==> src/rtl/semaphore_bank_with_timed_waits_assert.svh <==
// Assertion macros shared by the semaphore bank RTL.
// Expects signals named clk and rst in the scope of each use.
`ifndef SEMAPHORE_BANK_WITH_TIMED_WAITS_ASSERT_SVH
`define SEMAPHORE_BANK_WITH_TIMED_WAITS_ASSERT_SVH
`ifndef SYNTH
`define SBT_ASSERT_IMP(lbl, ante, cons) \
  lbl: assert property (@(posedge clk) disable iff (rst) (ante) |-> (cons)) \
    else $error("semaphore bank check failed");
`define SBT_ASSERT_NXT(lbl, ante, cons) \
  lbl: assert property (@(posedge clk) disable iff (rst) (ante) |=> (cons)) \
    else $error("semaphore bank check failed");
`else
`define SBT_ASSERT_IMP(lbl, ante, cons)
`define SBT_ASSERT_NXT(lbl, ante, cons)
`endif
`endif

==> src/rtl/sbt_pkg.sv <==
// Shared types and constants of the semaphore bank.
// No dependencies; used by the cell and the top level.
package sbt_pkg;

  typedef enum logic [1:0] {
    MODE_INIT   = 2'd0,
    MODE_WAIT   = 2'd1,
    MODE_SIGNAL = 2'd2,
    MODE_TICK   = 2'd3
  } mode_e;

  typedef enum logic [2:0] {
    K_PASS   = 3'd0,
    K_BLOCK  = 3'd1,
    K_REL    = 3'd2,
    K_NOWAIT = 3'd3,
    K_INIT   = 3'd4,
    K_ERR    = 3'd5
  } kind_e;

  typedef enum logic [1:0] {
    ST_IDLE,
    ST_EXEC,
    ST_TICK
  } state_e;

  typedef struct packed {
    logic shift;
    logic load;
    logic dec;
  } cell_ctl_t;

  localparam int MAX_OUT = 16;
  localparam int OUT_CNT_W = $clog2(MAX_OUT + 1);
  localparam logic signed [15:0] CNT_MIN = 16'sh8000;
  localparam logic signed [15:0] CNT_MAX = 16'sh7fff;

endpackage

==> src/rtl/sbt_req_if.sv <==
// Request channel of the semaphore bank: valid/ready plus one request word.
// No dependencies.
interface sbt_req_if;
  logic               valid;
  logic               ready;
  logic [1:0]         mode;
  logic [2:0]         sem_id;
  logic [3:0]         thread_id;
  logic [15:0]        timeout;
  logic signed [15:0] init_value;

  modport source (output valid, mode, sem_id, thread_id, timeout, init_value,
                  input ready);
  modport sink (input valid, mode, sem_id, thread_id, timeout, init_value,
                output ready);
endinterface

==> src/rtl/sbt_rsp_if.sv <==
// Response channel of the semaphore bank: valid/ready plus one result word.
// No dependencies.
interface sbt_rsp_if;
  logic               valid;
  logic               ready;
  logic [2:0]         kind;
  logic [3:0]         out_thread;
  logic               release_status;
  logic [2:0]         out_sem;
  logic signed [15:0] sem_value;
  logic               last;

  modport source (output valid, kind, out_thread, release_status, out_sem,
                  sem_value, last, input ready);
  modport sink (input valid, kind, out_thread, release_status, out_sem,
                sem_value, last, output ready);
endinterface

==> src/rtl/semaphore_bank_with_timed_waits.sv <==
// Bank of counting semaphores with FIFO waiters and tick-driven timeouts.
// Channel req (sink) takes one request word: init, wait, signal or tick.
// Channel rsp (source) returns result words; last marks the final word of
// a request. Init, wait and signal give exactly one word; a tick gives one
// word per thread whose timeout expires (at most 16) or none at all.
// Blocked threads sit in a chain of cells ordered by blocking time, which
// is both each semaphore's FIFO order and the tie order of equal deadlines.
// Each cell keeps its own remaining tick count; a tick counts every timed
// cell down at once unless an expired cell is still waiting to be released.
// A request is taken in state IDLE and handled in EXEC, where its result word
// is registered once the output register is free; it then shows on rsp. A
// tick counts down in EXEC unless a cell has already expired, then releases
// one expired thread per cycle in TICK while the output register is free, or
// finds in TICK that nothing expired and returns to IDLE.
// A new request is taken only after the previous one is finished.
// The output register holds a word while rsp.ready is low; the block then
// waits with the next word. Reset (rst, synchronous) zeroes all counts and
// empties the chain; the block accepts requests in the next cycle.
// Depends on sbt_pkg, sbt_req_if, sbt_rsp_if and sbt_cell.
module semaphore_bank_with_timed_waits #(
  parameter int NUM_SEMS    = 8,
  parameter int NUM_THREADS = 16,
  parameter int TIME_BITS   = 16
) (
  input  logic       clk,
  input  logic       rst,
  sbt_req_if.sink    req,
  sbt_rsp_if.source  rsp
);

  localparam int N  = NUM_THREADS;
  localparam int TW = (NUM_THREADS > 1) ? $clog2(NUM_THREADS) : 1;
  localparam int SW = (NUM_SEMS > 1) ? $clog2(NUM_SEMS) : 1;
  localparam int CW = sbt_pkg::OUT_CNT_W;

  sbt_pkg::state_e state, state_next;

  logic [1:0]           mode_r;
  logic [2:0]           sem_r;
  logic [3:0]           thr_r;
  logic [TIME_BITS-1:0] tmo_r;
  logic signed [15:0]   ival_r;
  logic [CW-1:0]        n_cnt;

  logic signed [15:0] sem_count [NUM_SEMS];

  logic [N-1:0]         c_valid;
  logic [TW-1:0]        c_thread [N];
  logic [SW-1:0]        c_sem    [N];
  logic [N-1:0]         c_timed;
  logic [TIME_BITS-1:0] c_rem    [N];

  logic [N-1:0] sig_match, tick_match, rm_match, rm_first, rm_below, thr_hit;
  logic [TW-1:0] sel_thread, t_idx;
  logic [SW-1:0] sel_sem, s_idx, rd_addr;
  logic          sem_ok, thr_ok, blocked_t, others_zero, rsp_free, accept;
  logic signed [15:0] cnt, cnt_inc, cnt_dec;

  // Actions and the result word.
  logic               emit, do_remove, do_load, do_dec, cnt_we, tick_last;
  logic signed [15:0] cnt_wd;
  logic [2:0]         res_kind;
  logic [3:0]         res_thread;
  logic               res_status, res_last;
  logic [2:0]         res_sem;
  logic signed [15:0] res_value;

  logic               out_valid;
  logic [2:0]         out_kind;
  logic [3:0]         out_thread;
  logic               out_status, out_last;
  logic [2:0]         out_sem;
  logic signed [15:0] out_value;

  assign req.ready = (state == sbt_pkg::ST_IDLE);
  assign accept    = req.valid && req.ready;
  assign rsp_free  = !out_valid || rsp.ready;

  always_ff @(posedge clk) begin
    if (accept) begin
      mode_r <= req.mode;
      sem_r  <= req.sem_id;
      thr_r  <= req.thread_id;
      tmo_r  <= TIME_BITS'(req.timeout);
      ival_r <= req.init_value;
    end
  end

  assign s_idx  = SW'(sem_r);
  assign t_idx  = TW'(thr_r);
  assign sem_ok = (32'(sem_r) < NUM_SEMS);
  assign thr_ok = (32'(thr_r) < NUM_THREADS);

  // Per-cell matches, then the oldest match is picked for removal.
  always_comb begin
    sel_thread = '0;
    sel_sem    = '0;
    for (int i = 0; i < N; i++) begin
      sig_match[i]  = c_valid[i] && (c_sem[i] == s_idx);
      tick_match[i] = c_valid[i] && c_timed[i] && (c_rem[i] == '0);
      thr_hit[i]    = c_valid[i] && (c_thread[i] == t_idx);
    end
    rm_match = (state == sbt_pkg::ST_TICK) ? tick_match : sig_match;
    rm_first = rm_match & (~rm_match + N'(1));
    rm_below = (rm_match - N'(1)) & ~rm_match;
    for (int i = 0; i < N; i++) begin
      sel_thread = sel_thread | (rm_first[i] ? c_thread[i] : '0);
      sel_sem    = sel_sem | (rm_first[i] ? c_sem[i] : '0);
    end
  end

  assign blocked_t   = |thr_hit;
  assign others_zero = |(tick_match & ~rm_first);
  assign tick_last   = (n_cnt == CW'(sbt_pkg::MAX_OUT - 1)) || !others_zero;

  assign rd_addr = (state == sbt_pkg::ST_TICK) ? sel_sem : s_idx;
  assign cnt     = sem_count[rd_addr];
  assign cnt_inc = (cnt == sbt_pkg::CNT_MAX) ? cnt : cnt + 16'sd1;
  assign cnt_dec = cnt - 16'sd1;

  // Next state.
  always_comb begin
    state_next = state;
    case (state)
      sbt_pkg::ST_IDLE: begin
        if (accept) state_next = sbt_pkg::ST_EXEC;
      end
      sbt_pkg::ST_EXEC: begin
        if (mode_r == sbt_pkg::MODE_TICK) state_next = sbt_pkg::ST_TICK;
        else if (rsp_free) state_next = sbt_pkg::ST_IDLE;
      end
      sbt_pkg::ST_TICK: begin
        if (!(|tick_match)) state_next = sbt_pkg::ST_IDLE;
        else if (rsp_free && tick_last) state_next = sbt_pkg::ST_IDLE;
      end
      default: state_next = sbt_pkg::ST_IDLE;
    endcase
  end

  // Actions and result word.
  always_comb begin
    emit       = 1'b0;
    do_remove  = 1'b0;
    do_load    = 1'b0;
    do_dec     = 1'b0;
    cnt_we     = 1'b0;
    cnt_wd     = cnt;
    res_kind   = sbt_pkg::K_ERR;
    res_thread = thr_r;
    res_status = 1'b0;
    res_sem    = sem_r;
    res_value  = cnt;
    res_last   = 1'b1;
    case (state)
      sbt_pkg::ST_EXEC: begin
        if (mode_r == sbt_pkg::MODE_TICK) begin
          do_dec = !(|tick_match);
        end else if (rsp_free) begin
          emit = 1'b1;
          if (!sem_ok) begin
            res_value = '0;
          end else begin
            case (mode_r)
              sbt_pkg::MODE_INIT: begin
                cnt_we     = 1'b1;
                cnt_wd     = ival_r;
                res_kind   = sbt_pkg::K_INIT;
                res_thread = '0;
                res_value  = ival_r;
              end
              sbt_pkg::MODE_WAIT: begin
                if (thr_ok && !blocked_t && cnt != sbt_pkg::CNT_MIN) begin
                  cnt_we    = 1'b1;
                  cnt_wd    = cnt_dec;
                  res_value = cnt_dec;
                  if (cnt_dec[15]) begin
                    do_load  = 1'b1;
                    res_kind = sbt_pkg::K_BLOCK;
                  end else begin
                    res_kind   = sbt_pkg::K_PASS;
                    res_status = 1'b1;
                  end
                end
              end
              sbt_pkg::MODE_SIGNAL: begin
                cnt_we = 1'b1;
                if (cnt[15] && (|sig_match)) begin
                  do_remove  = 1'b1;
                  cnt_wd     = cnt + 16'sd1;
                  res_value  = cnt + 16'sd1;
                  res_kind   = sbt_pkg::K_REL;
                  res_thread = 4'(sel_thread);
                  res_status = 1'b1;
                end else begin
                  cnt_wd     = cnt_inc;
                  res_value  = cnt_inc;
                  res_kind   = sbt_pkg::K_NOWAIT;
                  res_thread = '0;
                end
              end
              default: emit = 1'b0;
            endcase
          end
        end
      end
      sbt_pkg::ST_TICK: begin
        if ((|tick_match) && rsp_free) begin
          emit       = 1'b1;
          do_remove  = 1'b1;
          cnt_we     = 1'b1;
          cnt_wd     = cnt_inc;
          res_kind   = sbt_pkg::K_REL;
          res_thread = 4'(sel_thread);
          res_sem    = 3'(sel_sem);
          res_value  = cnt_inc;
          res_last   = tick_last;
        end
      end
      default: emit = 1'b0;
    endcase
  end

  always_ff @(posedge clk) begin
    if (rst) begin
      state <= sbt_pkg::ST_IDLE;
      n_cnt <= '0;
    end else begin
      state <= state_next;
      if (accept) n_cnt <= '0;
      else if (emit) n_cnt <= n_cnt + 1'b1;
    end
  end

  always_ff @(posedge clk) begin
    if (rst) begin
      for (int i = 0; i < NUM_SEMS; i++) sem_count[i] <= '0;
    end else if (cnt_we) begin
      sem_count[rd_addr] <= cnt_wd;
    end
  end

  // The chain: cell i takes cell i+1 when a cell at or below i leaves.
  for (genvar i = 0; i < N; i++) begin : g_cell
    sbt_pkg::cell_ctl_t   ctl;
    logic                 nb_valid;
    logic [TW-1:0]        nb_thread;
    logic [SW-1:0]        nb_sem;
    logic                 nb_timed;
    logic [TIME_BITS-1:0] nb_rem;
    logic                 free_slot;

    if (i == N - 1) begin : g_end
      assign nb_valid  = 1'b0;
      assign nb_thread = '0;
      assign nb_sem    = '0;
      assign nb_timed  = 1'b0;
      assign nb_rem    = '0;
    end else begin : g_mid
      assign nb_valid  = c_valid[i+1];
      assign nb_thread = c_thread[i+1];
      assign nb_sem    = c_sem[i+1];
      assign nb_timed  = c_timed[i+1];
      assign nb_rem    = c_rem[i+1];
    end

    if (i == 0) begin : g_first
      assign free_slot = !c_valid[0];
    end else begin : g_rest
      assign free_slot = c_valid[i-1] && !c_valid[i];
    end

    assign ctl.shift = do_remove && !rm_below[i];
    assign ctl.load  = do_load && free_slot;
    assign ctl.dec   = do_dec;

    sbt_cell #(
      .TW (TW),
      .SW (SW),
      .TB (TIME_BITS)
    ) u_cell (
      .clk       (clk),
      .rst       (rst),
      .ctl       (ctl),
      .nb_valid  (nb_valid),
      .nb_thread (nb_thread),
      .nb_sem    (nb_sem),
      .nb_timed  (nb_timed),
      .nb_rem    (nb_rem),
      .ld_thread (t_idx),
      .ld_sem    (s_idx),
      .ld_timed  (tmo_r != '0),
      .ld_rem    (tmo_r),
      .valid     (c_valid[i]),
      .thread    (c_thread[i]),
      .sem       (c_sem[i]),
      .timed     (c_timed[i]),
      .rem       (c_rem[i])
    );
  end

  // Output register decouples the receiver from the chain.
  always_ff @(posedge clk) begin
    if (rst) begin
      out_valid <= 1'b0;
    end else if (emit) begin
      out_valid <= 1'b1;
    end else if (rsp.ready) begin
      out_valid <= 1'b0;
    end
  end

  always_ff @(posedge clk) begin
    if (emit) begin
      out_kind   <= res_kind;
      out_thread <= res_thread;
      out_status <= res_status;
      out_sem    <= res_sem;
      out_value  <= res_value;
      out_last   <= res_last;
    end
  end

  assign rsp.valid          = out_valid;
  assign rsp.kind           = out_kind;
  assign rsp.out_thread     = out_thread;
  assign rsp.release_status = out_status;
  assign rsp.out_sem        = out_sem;
  assign rsp.sem_value      = out_value;
  assign rsp.last           = out_last;

`include "semaphore_bank_with_timed_waits_assert.svh"

  `SBT_ASSERT_IMP(a_chain_packed, 1'b1, (c_valid & (c_valid + N'(1))) == '0)
  `SBT_ASSERT_NXT(a_accept_exec, accept, state == sbt_pkg::ST_EXEC)
  `SBT_ASSERT_IMP(a_idle_quiet, state == sbt_pkg::ST_IDLE, !emit && !do_remove)
  `SBT_ASSERT_IMP(a_tick_cap, state == sbt_pkg::ST_TICK, n_cnt < CW'(sbt_pkg::MAX_OUT))

endmodule

==> src/rtl/sbt_cell.sv <==
// One slot of the waiter chain: a blocked thread, its semaphore and timeout.
// Depends on sbt_pkg for the control struct.
module sbt_cell #(
  parameter int TW = 4,
  parameter int SW = 3,
  parameter int TB = 16
) (
  input  logic               clk,
  input  logic               rst,
  input  sbt_pkg::cell_ctl_t ctl,
  input  logic               nb_valid,
  input  logic [TW-1:0]      nb_thread,
  input  logic [SW-1:0]      nb_sem,
  input  logic               nb_timed,
  input  logic [TB-1:0]      nb_rem,
  input  logic [TW-1:0]      ld_thread,
  input  logic [SW-1:0]      ld_sem,
  input  logic               ld_timed,
  input  logic [TB-1:0]      ld_rem,
  output logic               valid,
  output logic [TW-1:0]      thread,
  output logic [SW-1:0]      sem,
  output logic               timed,
  output logic [TB-1:0]      rem
);

  always_ff @(posedge clk) begin
    if (rst) begin
      valid <= 1'b0;
    end else if (ctl.shift) begin
      valid <= nb_valid;
    end else if (ctl.load) begin
      valid <= 1'b1;
    end
  end

  // A removal closes the gap by taking the younger neighbor's contents.
  always_ff @(posedge clk) begin
    if (ctl.shift) begin
      thread <= nb_thread;
      sem    <= nb_sem;
      timed  <= nb_timed;
      rem    <= nb_rem;
    end else if (ctl.load) begin
      thread <= ld_thread;
      sem    <= ld_sem;
      timed  <= ld_timed;
      rem    <= ld_rem;
    end else if (ctl.dec && timed && rem != '0) begin
      rem <= rem - 1'b1;
    end
  end

endmodule

==> src/flat_wrapper.sv <==
// flat-port wrapper written by rule: the top's interface ports become plain ports
module semaphore_bank_with_timed_waits_flat 
#(
  parameter int NUM_SEMS    = 8,
  parameter int NUM_THREADS = 16,
  parameter int TIME_BITS   = 16
)
  (clk, rst, req_valid, req_mode, req_sem_id, req_thread_id, req_timeout, req_init_value, req_ready, rsp_valid, rsp_kind, rsp_out_thread, rsp_release_status, rsp_out_sem, rsp_sem_value, rsp_last, rsp_ready);
  sbt_req_if req_i ();
  sbt_rsp_if rsp_i ();
  input  logic clk;
  input  logic rst;
  input wire logic [$bits(req_i.valid)-1:0] req_valid;
  input wire logic [$bits(req_i.mode)-1:0] req_mode;
  input wire logic [$bits(req_i.sem_id)-1:0] req_sem_id;
  input wire logic [$bits(req_i.thread_id)-1:0] req_thread_id;
  input wire logic [$bits(req_i.timeout)-1:0] req_timeout;
  input wire logic [$bits(req_i.init_value)-1:0] req_init_value;
  output wire logic [$bits(req_i.ready)-1:0] req_ready;
  output wire logic [$bits(rsp_i.valid)-1:0] rsp_valid;
  output wire logic [$bits(rsp_i.kind)-1:0] rsp_kind;
  output wire logic [$bits(rsp_i.out_thread)-1:0] rsp_out_thread;
  output wire logic [$bits(rsp_i.release_status)-1:0] rsp_release_status;
  output wire logic [$bits(rsp_i.out_sem)-1:0] rsp_out_sem;
  output wire logic [$bits(rsp_i.sem_value)-1:0] rsp_sem_value;
  output wire logic [$bits(rsp_i.last)-1:0] rsp_last;
  input wire logic [$bits(rsp_i.ready)-1:0] rsp_ready;
  assign req_i.valid = req_valid;
  assign req_i.mode = req_mode;
  assign req_i.sem_id = req_sem_id;
  assign req_i.thread_id = req_thread_id;
  assign req_i.timeout = req_timeout;
  assign req_i.init_value = req_init_value;
  assign req_ready = req_i.ready;
  assign rsp_valid = rsp_i.valid;
  assign rsp_kind = rsp_i.kind;
  assign rsp_out_thread = rsp_i.out_thread;
  assign rsp_release_status = rsp_i.release_status;
  assign rsp_out_sem = rsp_i.out_sem;
  assign rsp_sem_value = rsp_i.sem_value;
  assign rsp_last = rsp_i.last;
  assign rsp_i.ready = rsp_ready;
  semaphore_bank_with_timed_waits #(.NUM_SEMS(NUM_SEMS), .NUM_THREADS(NUM_THREADS), .TIME_BITS(TIME_BITS)) u_core (.clk(clk), .rst(rst), .req(req_i), .rsp(rsp_i));
endmodule
==> config.mk <==
export PLATFORM = sky130hd
export DESIGN_NAME = semaphore_bank_with_timed_waits_flat
export DESIGN_NICKNAME = d
export VERILOG_FILES = /design/src/rtl/sbt_pkg.sv /design/src/rtl/sbt_req_if.sv /design/src/rtl/sbt_rsp_if.sv /design/src/rtl/semaphore_bank_with_timed_waits.sv /design/src/rtl/sbt_cell.sv /design/src/flat_wrapper.sv
export VERILOG_INCLUDE_DIRS = /design/src /design/src/rtl
export SDC_FILE = /design/constraint.sdc
export NUM_CORES = 2
export LEC_CHECK = 0
export BUFFER_PORTS_ARGS = -buffer_cell sky130_fd_sc_hd__buf_4
export CAP_MARGIN = 15
export CORE_ASPECT_RATIO = 0.7
export CORE_MARGIN = 5
export CORE_UTILIZATION = 41
export DETAILED_ROUTE_END_ITERATION = 6
export GPL_TIMING_DRIVEN = 0
export SYNTH_ARGS = -nofsm -noshare
export SYNTH_HDL_FRONTEND = slang
export SYNTH_SLANG_ARGS = --single-unit
==> constraint.sdc <==
create_clock -name clk -period 16.7 [get_ports clk]
set_clock_uncertainty 0.05 [all_clocks]
set_input_delay 2.505 -clock clk [delete_from_list [all_inputs] [get_ports clk]]
set_output_delay 2.505 -clock clk [all_outputs]
set_load 0.005 [all_outputs]
# Yosys cells after proc, flatten, opt, wreduce, memory -nomap -nowiden
# Memories as Yosys holds them, arrays and structs flattened.
# Index checks and enable logic that the tools add are counted.
# W data, S select, Z words.
totals:
  inputBits: 45
  n_memories: 1
  output_inout_bits: 30
  mem_bits_rw: 128
  register_bits: 477
  word_cells: 728
memory_table:
  columns: ["memory", "depth", "word_bits", "read_ports", "rd_ports_with_merged_regs", "write_ports", "line_no", "rtl"]
  rows:
  - ["u_core.sem_count", 8, 16, 1, 0, 8, "semaphore_bank_with_timed_waits.sv:45", "logic signed [15:0] sem_count [NUM_SEMS];"]
op_classes:
  add_sub_neg: 21
  n_eq_ne: 43
  bitwise_logic: 37
  n_mux: 267
  reduce_logical: 265
ops:
  columns: ["cell", "n"]
  rows:
  - ["$mux W16", 55]
  - ["$reduce_bool A16 Y1", 17]
  - ["$sub A16 B1 Y16 const B", 17]
  - ["$logic_not A16 Y1", 16]
  - ["$mux W4", 50]
  - ["$mux W3", 54]
  - ["$logic_and A1 B1 Y1", 148]
  - ["$mux W1", 91]
  - ["$reduce_or A16 Y1", 5]
  - ["$eq A4 B4 Y1", 16]
  - ["$or A4 B4 Y4", 15]
  - ["$and A16 B16 Y16", 3]
  - ["$eq A3 B3 Y1", 16]
  - ["$pmux W16 S3", 1]
  - ["$or A3 B3 Y3", 15]
  - ["$reduce_bool A3 Y1", 15]
  - ["$logic_not A1 Y1", 36]
  - ["$reduce_bool A2 Y1", 17]
  - ["$not A16 Y16", 2]
  - ["$pmux W16 S2", 1]
  - ["$add A16 B1 Y16 const B", 1]
  - ["$add A16 B2 Y16 const B", 1]
  - ["$eq A16 B16 Y1 const B", 1]
  - ["$ne A16 B16 Y1 const B", 1]
  - ["other kinds (21)", 39]

# Depth between registers and ports, before layout
# An unclocked memory read counts as a cell.
logic_depth:
  depth_word: 36
  mapped_depth: 30
  ltp_nobuf: 20

# By module
# Synthesis repeated with hierarchy kept, for this count alone.
unflattened:
  cells_unflattened: 3620
  area_unflattened_um2: 37966.4
modules_own_cells:
  columns: ["mod", "area_per_inst_um2", "n_inst", "cells_each"]
  rows:
  - ["sbt_cell", 1422.6, 16, 129]
  - ["semaphore_bank_with_timed_waits", 15204.6, 1, 1556]

# Worst setup path before layout
# No wires, ideal clock.
synth_path:
  kind: "register to register"
  startpoint: "register u_core.g_cell[10].u_cell.rem[0]"
  endpoint: "register u_core.g_cell[11].u_cell.rem[0], enable pin"
  required_time_ns: 16.311
  period_less_slack_ns: 6.042
  arrival_ns: 5.653
  setup_time_ns: 0.339
  path_slack_ns: 10.658
  path_stages_with_launch: 26
  cell_sequence: "edfxtp_1 inv_1 ha_1 or4b_1 nor3_4 a22oi_1 a21oi_1 nor2_2 a32oi_4 a31oi_4 buf_6 buf_8 buf_12 buf_8 buf_12 mux2i_1 a221oi_4 inv_1 ha_1 clkbuf_1 o211ai_2 buf_2 nand4_1 buf_2 nand2_1 a31o_2"
synth_via:
  elab_chain_len: 24
  elab_cells_between_ends: 49
  cone_classes: "add/sub (3); eq/ne (1); mux (22); bitwise (9); reduce/logical (13); memory (1)"
synth_rtl:
  columns: ["element", "line_no", "rtl"]
  rows:
  - ["from (decl)", "sbt_cell.sv:24", "output logic [TB-1:0] rem"]
  - ["from (signal assigned)", "sbt_cell.sv:43", "rem <= nb_rem;"]
  - ["from (signal assigned)", "sbt_cell.sv:48", "rem <= ld_rem;"]
  - ["from (signal assigned)", "sbt_cell.sv:50", "rem <= rem - 1'b1;"]
  - ["$logic_not A16 Y1 *", "semaphore_bank_with_timed_waits.sv:100", "tick_match[i] = c_valid[i] && c_timed[i] && (c_rem[i] == '0);"]
  - ["$logic_and A1 B1 Y1 *", "semaphore_bank_with_timed_waits.sv:100", null]
  - ["$mux W16", "semaphore_bank_with_timed_waits.sv:103", "rm_match = (state == sbt_pkg::ST_TICK) ? tick_match : sig_match;"]
  - ["$not A16 Y16", "semaphore_bank_with_timed_waits.sv:104", "rm_first = rm_match & (~rm_match + N'(1));"]
  - ["$add A16 B1 Y16", "semaphore_bank_with_timed_waits.sv:104", null]
  - ["$and A16 B16 Y16", "semaphore_bank_with_timed_waits.sv:104", null]
  - ["$mux W3", "semaphore_bank_with_timed_waits.sv:108", "sel_sem = sel_sem | (rm_first[i] ? c_sem[i] : '0);"]
  - ["$or A3 B3 Y3 (6 in a row)", "semaphore_bank_with_timed_waits.sv:108", null]
  - ["[3 not listed]", null, null]
  - ["$mux W1 / $logic_and A1 B1 Y1 (equally long branches)", "semaphore_bank_with_timed_waits.sv:176, semaphore_bank_with_timed_waits.sv:172", null]
  - ["$mux W1", "semaphore_bank_with_timed_waits.sv:172", "if (thr_ok && !blocked_t && cnt != sbt_pkg::CNT_MIN) begin"]
  - ["$mux W1", "semaphore_bank_with_timed_waits.sv:163", "case (mode_r)"]
  - ["$mux W1", "semaphore_bank_with_timed_waits.sv:158", "end else if (rsp_free) begin"]
  - ["$mux W1", "semaphore_bank_with_timed_waits.sv:156", "if (mode_r == sbt_pkg::MODE_TICK) begin"]
  - ["$mux W1", "semaphore_bank_with_timed_waits.sv:154", "case (state)"]
  - ["$logic_and A1 B1 Y1", "semaphore_bank_with_timed_waits.sv:273", "assign ctl.load = do_load && free_slot;"]
  - ["$reduce_bool A3 Y1 (no source line) *", null, null]
  - ["to (signal assigned)", "sbt_cell.sv:43", null]
  - ["to (signal assigned)", "sbt_cell.sv:48", null]
  - ["to (signal assigned)", "sbt_cell.sv:50", null]
  - ["to (decl)", "sbt_cell.sv:24", null]
# Mark *: on every way between the ends. The rest lies on a longest branch, timed or not.
# A chain may end at the register's enable or synchronous reset.

# Final worst setup path
layout_path:
  startpoint: "register u_core.state[0]"
  endpoint: "register u_core.g_cell[1].u_cell.rem[12], enable pin"
layout_via:
  elab_chain_len: 32
  elab_cells_between_ends: 63
  cone_classes: "add/sub (3); eq/ne (3); mux (30); bitwise (18); reduce/logical (8); memory (1)"
layout_rtl:
  columns: ["element", "line_no", "rtl"]
  rows:
  - ["from (decl)", "semaphore_bank_with_timed_waits.sv:36", "sbt_pkg::state_e state, state_next;"]
  - ["from (signal assigned)", "semaphore_bank_with_timed_waits.sv:225", "state <= sbt_pkg::ST_IDLE;"]
  - ["from (signal assigned)", "semaphore_bank_with_timed_waits.sv:228", "state <= state_next;"]
  - ["$eq A2 B2 Y1", "semaphore_bank_with_timed_waits.sv:103, semaphore_bank_with_timed_waits.sv:116, semaphore_bank_with_timed_waits.sv:154", null]
  - ["$mux W16", "semaphore_bank_with_timed_waits.sv:103", null]
  - ["$not A16 Y16", "semaphore_bank_with_timed_waits.sv:104, semaphore_bank_with_timed_waits.sv:105", null]
  - ["$add A16 B1 Y16", "semaphore_bank_with_timed_waits.sv:104", null]
  - ["$and A16 B16 Y16", "semaphore_bank_with_timed_waits.sv:104", null]
  - ["$mux W3", "semaphore_bank_with_timed_waits.sv:108", null]
  - ["$or A3 B3 Y3 (15 in a row)", "semaphore_bank_with_timed_waits.sv:108", null]
  - ["$mux W3", "semaphore_bank_with_timed_waits.sv:116", "assign rd_addr = (state == sbt_pkg::ST_TICK) ? sel_sem : s_idx;"]
  - ["[2 not listed]", null, null]
  - ["$mux W1 / $logic_and A1 B1 Y1 (equally long branches)", "semaphore_bank_with_timed_waits.sv:176, semaphore_bank_with_timed_waits.sv:172", null]
  - ["$mux W1", "semaphore_bank_with_timed_waits.sv:172", null]
  - ["$mux W1", "semaphore_bank_with_timed_waits.sv:163", null]
  - ["$mux W1", "semaphore_bank_with_timed_waits.sv:158", null]
  - ["$mux W1", "semaphore_bank_with_timed_waits.sv:156", null]
  - ["$mux W1", "semaphore_bank_with_timed_waits.sv:154", null]
  - ["$logic_and A1 B1 Y1", "semaphore_bank_with_timed_waits.sv:273", null]
  - ["$reduce_bool A3 Y1 (no source line) *", null, null]
  - ["to (signal assigned)", "sbt_cell.sv:43", null]
  - ["to (signal assigned)", "sbt_cell.sv:48", null]
  - ["to (signal assigned)", "sbt_cell.sv:50", null]
  - ["to (decl)", "sbt_cell.sv:24", null]
# Marked as above.

==> out/metrics.cfg <==
[cells_and_area]
multiInputGateArea_um2=18410
fin_nets=4064
finalNonFillerCells=5260
seq_area_um2=17690
nFillCells=8649
drive_above_1_share_pct=9.661
utilization_pct=46.36
syn_to_final_growth_pct=11.67

[synth]
synth_top_cells_by_area=edfxtp_1 45%, mux2i_1 7.1%, nand2_1 6.7%, xnor2_1 4.1%, o21ai_0 3.7%
synth-seq-cells=605
synth.most_common_cell=nand2_1
syn_avg_cell_area_um2=9.798
synth_cell_type_count=115
yosysWarnings=0
synth_cells=3834
synth-edff-count=557
syn-num-nets=3915
netlist_area_um2=37560
synth_top_area_share_pct=44.53
synth_flop_cell=edfxtp_1
synth_commonest_cells=666 x nand2_1, 557 x edfxtp_1, 314 x nor2_1
ys_seq_area_share_pct=47.08
synthArstFlopShare_pct=0
synth_top_cell_by_area=edfxtp_1

[timing]
worst_pin_slew_ns=1.314
hold_viol_final=0
setup_tns_ns=0
holdWs_ns=0.4319
max_freq_mhz=101.3
setup_viol=0
finalCriticalPeriod_ns=9.873
rsz0062_at_grt=false
drv_slew=0
finalCritPeriodShare_pct=59.12
maxSlewHeadroom_pct=12.41

[setup_path]
required_ns=16.94
reg2reg_setup_slack_ns=6.83
regToRegEndpoint=u_core.g_cell[1].u_cell.rem[12]$_DFFE_PP_
crit_arrival_ns=10.11
path_class=flop to flop
start_kind=flop
reg2regPathDepth=24
critPathMaxFanout=16
endpoint_kind=flop
r2r_start=u_core.state[0]$_SDFFE_PP0P_

[power]
vdd_ir_drop_max_v=0.00006461
leakage_uw=0.01564
p_per_area_nw_per_um2=87.45

[clock_tree]
htree_levels=3
worst_skew_pair.late_latency_ns=0.67
cts_root_buffer=clkbuf_16
cts-resized-gates=0
numCtsBuffers=67
clock_path_buffers=3
clkTransAtPathRegs_ns=0.06
clkSinkCount=605
postCtsSetupRepairBufs=0
cts_tree=done
postCtsHoldBufs=0

[drt]
dr_total_vias=31576
drt_iter0_markers=4400
first_pass_iters=6
drc=0
vias_per_cell=6.003
drt-total-wl_um=135200
routedWlPerCell_um=25.71
ant_nets=0

[global_routing]
grt_pass1_wl_um=198900
grt_overflow=0
grt_usage_pct=26.93
grt_pass1_vias=29518
grt_max_degree=31
antenna_found_initial=3

[hold_path]
hold_path_class=flop to flop
hold_depth=2
min_to=u_core.n_cnt[1]$_SDFFE_PP0P_
worstHoldStart=u_core.n_cnt[1]$_SDFFE_PP0P_

[die]
core_um2=90480
dieArea_um2=97870
die_h_um=263.3
start_util_pct=41.52
core.rowCount=92
die_x_um=371.8
ioPinCount=75

[placement]
dp_hpwl_um=102900
gp_congestion=1.008
io_buffers=74
placedCellCount=5134

[flow_run]
cap_violations=0

[run_status]
status=completed

worst max-delay path by stage:
stage	startpoint	endpoint	slack, ns	depth (start not counted)
after detailed placement	u_core.state[0]$_SDFFE_PP0P_	u_core.g_cell[0].u_cell.rem[7]$_DFFE_PP_	7.32	24
after CTS	u_core.state[0]$_SDFFE_PP0P_	u_core.g_cell[0].u_cell.rem[7]$_DFFE_PP_	7.32	24
after floorplan	u_core.g_cell[10].u_cell.rem[0]$_DFFE_PP_	u_core.g_cell[11].u_cell.rem[0]$_DFFE_PP_	10.66	25
final	u_core.state[0]$_SDFFE_PP0P_	u_core.g_cell[1].u_cell.rem[12]$_DFFE_PP_	6.83	24
after global routing	u_core.state[0]$_SDFFE_PP0P_	u_core.g_cell[1].u_cell.rem[1]$_DFFE_PP_	6.69	24
after global placement	u_core.state[0]$_SDFFE_PP0P_	u_core.g_cell[0].u_cell.rem[0]$_DFFE_PP_	7.35	24
logic make-up (layout without fill, tap and decap cells):
group	Yosys count	in the layout	synth area share [%]
other	0	1	0
adders and majority gates	36	36	1.199
buffers and inverters	316	519	3.927
muxes	285	285	7.661
and+or+nand+nor	1619	1619	20.95
AOI/OAI and AO/OA	643	643	11.49
xor gates and xnor gates	330	330	7.694
DFF	605	605	47.08
through the flow:
stage	area, um2	power [uW]	setup WS [ns]
after floorplan	37560	1953	10.66
after global placement	39650	2129	7.349
after detailed placement	39720	2131	7.324
after CTS	41920	3658	7.318
after global routing	41950	3761	6.689
final	41950	3668	6.827
worst max-delay path: stages (launching register included):
cell and delay, ns:
dfxtp_1 0.33, inv_1 0.08, ha_1 0.14, buf_2 0.31, clkbuf_1 0.89, clkbuf_1 0.90
o22ai_1 0.34, and3_1 0.29, buf_6 0.13, a22oi_2 0.29, nand4b_1 0.36, and3_1 0.27
clkbuf_2 0.15, buf_2 0.24, a22o_1 0.26, a221oi_2 0.93, inv_1 0.11, ha_1 0.23
clkbuf_1 0.30, o211ai_2 0.76, buf_2 0.54, nand4_1 0.36, buf_2 0.35, nand2_1 0.34
a31o_2 0.50
metal layers:
metal  wire length, um  vias to the layer above  track usage (%)
met1             63190                    15462            42.57
met3             16490                      177            8.631
met4              2662                        2            5.240
li1                  -                    14293                -
met5                83                        -                0
met2             52810                     1642            35.51
flip-flops by register name, indices dropped and copies added, names as in the netlist, 16 cells and up:
| name | cells |
|---|---|
| u_core.g_cell.u_cell.rem | 256 |
| u_core.sem_count | 128 |
| u_core.g_cell.u_cell.thread | 64 |
| u_core.g_cell.u_cell.sem | 48 |
| u_core.g_cell.u_cell.timed | 16 |
| u_core.g_cell.u_cell.valid | 16 |
| u_core.ival_r | 16 |
| u_core.rsp.sem_value | 16 |
| u_core.tmo_r | 16 |
layout make-up:
type,instances,area share (%)
inverters,73,0.6532
well taps,1222,3.645
plain buffers,243,2.863
clock buffers,88,4.307
diodes,1,0.005966
repair buffers,80,1.518
clock inverters,35,0.9545
multi-input cells,2913,43.89
flip-flops and latches,605,42.16
cell usage in the layout (no fill, tap or decap), types with 68 or more instances in the layout:
cell       instances
clkbuf_1         147
mux2i_1          265
nand3_1           70
xnor2_1          175
clkbuf_16         68
o21ai_0          278
inv_1             72
buf_4             94
buf_2             68
nor2_1           314
nand2_1          666
edfxtp_1         557
nor3_1           123
nand4_1           81
xor2_1           155
where the power goes:
group          internal [uW]  switching (uW)  total [uW]
registers               1680            10.2        1690
logic                    118             314         433
clock network            866             684        1550
total                   2660            1010        3670
No activity file was read; power rests on OpenSTA's default activity.
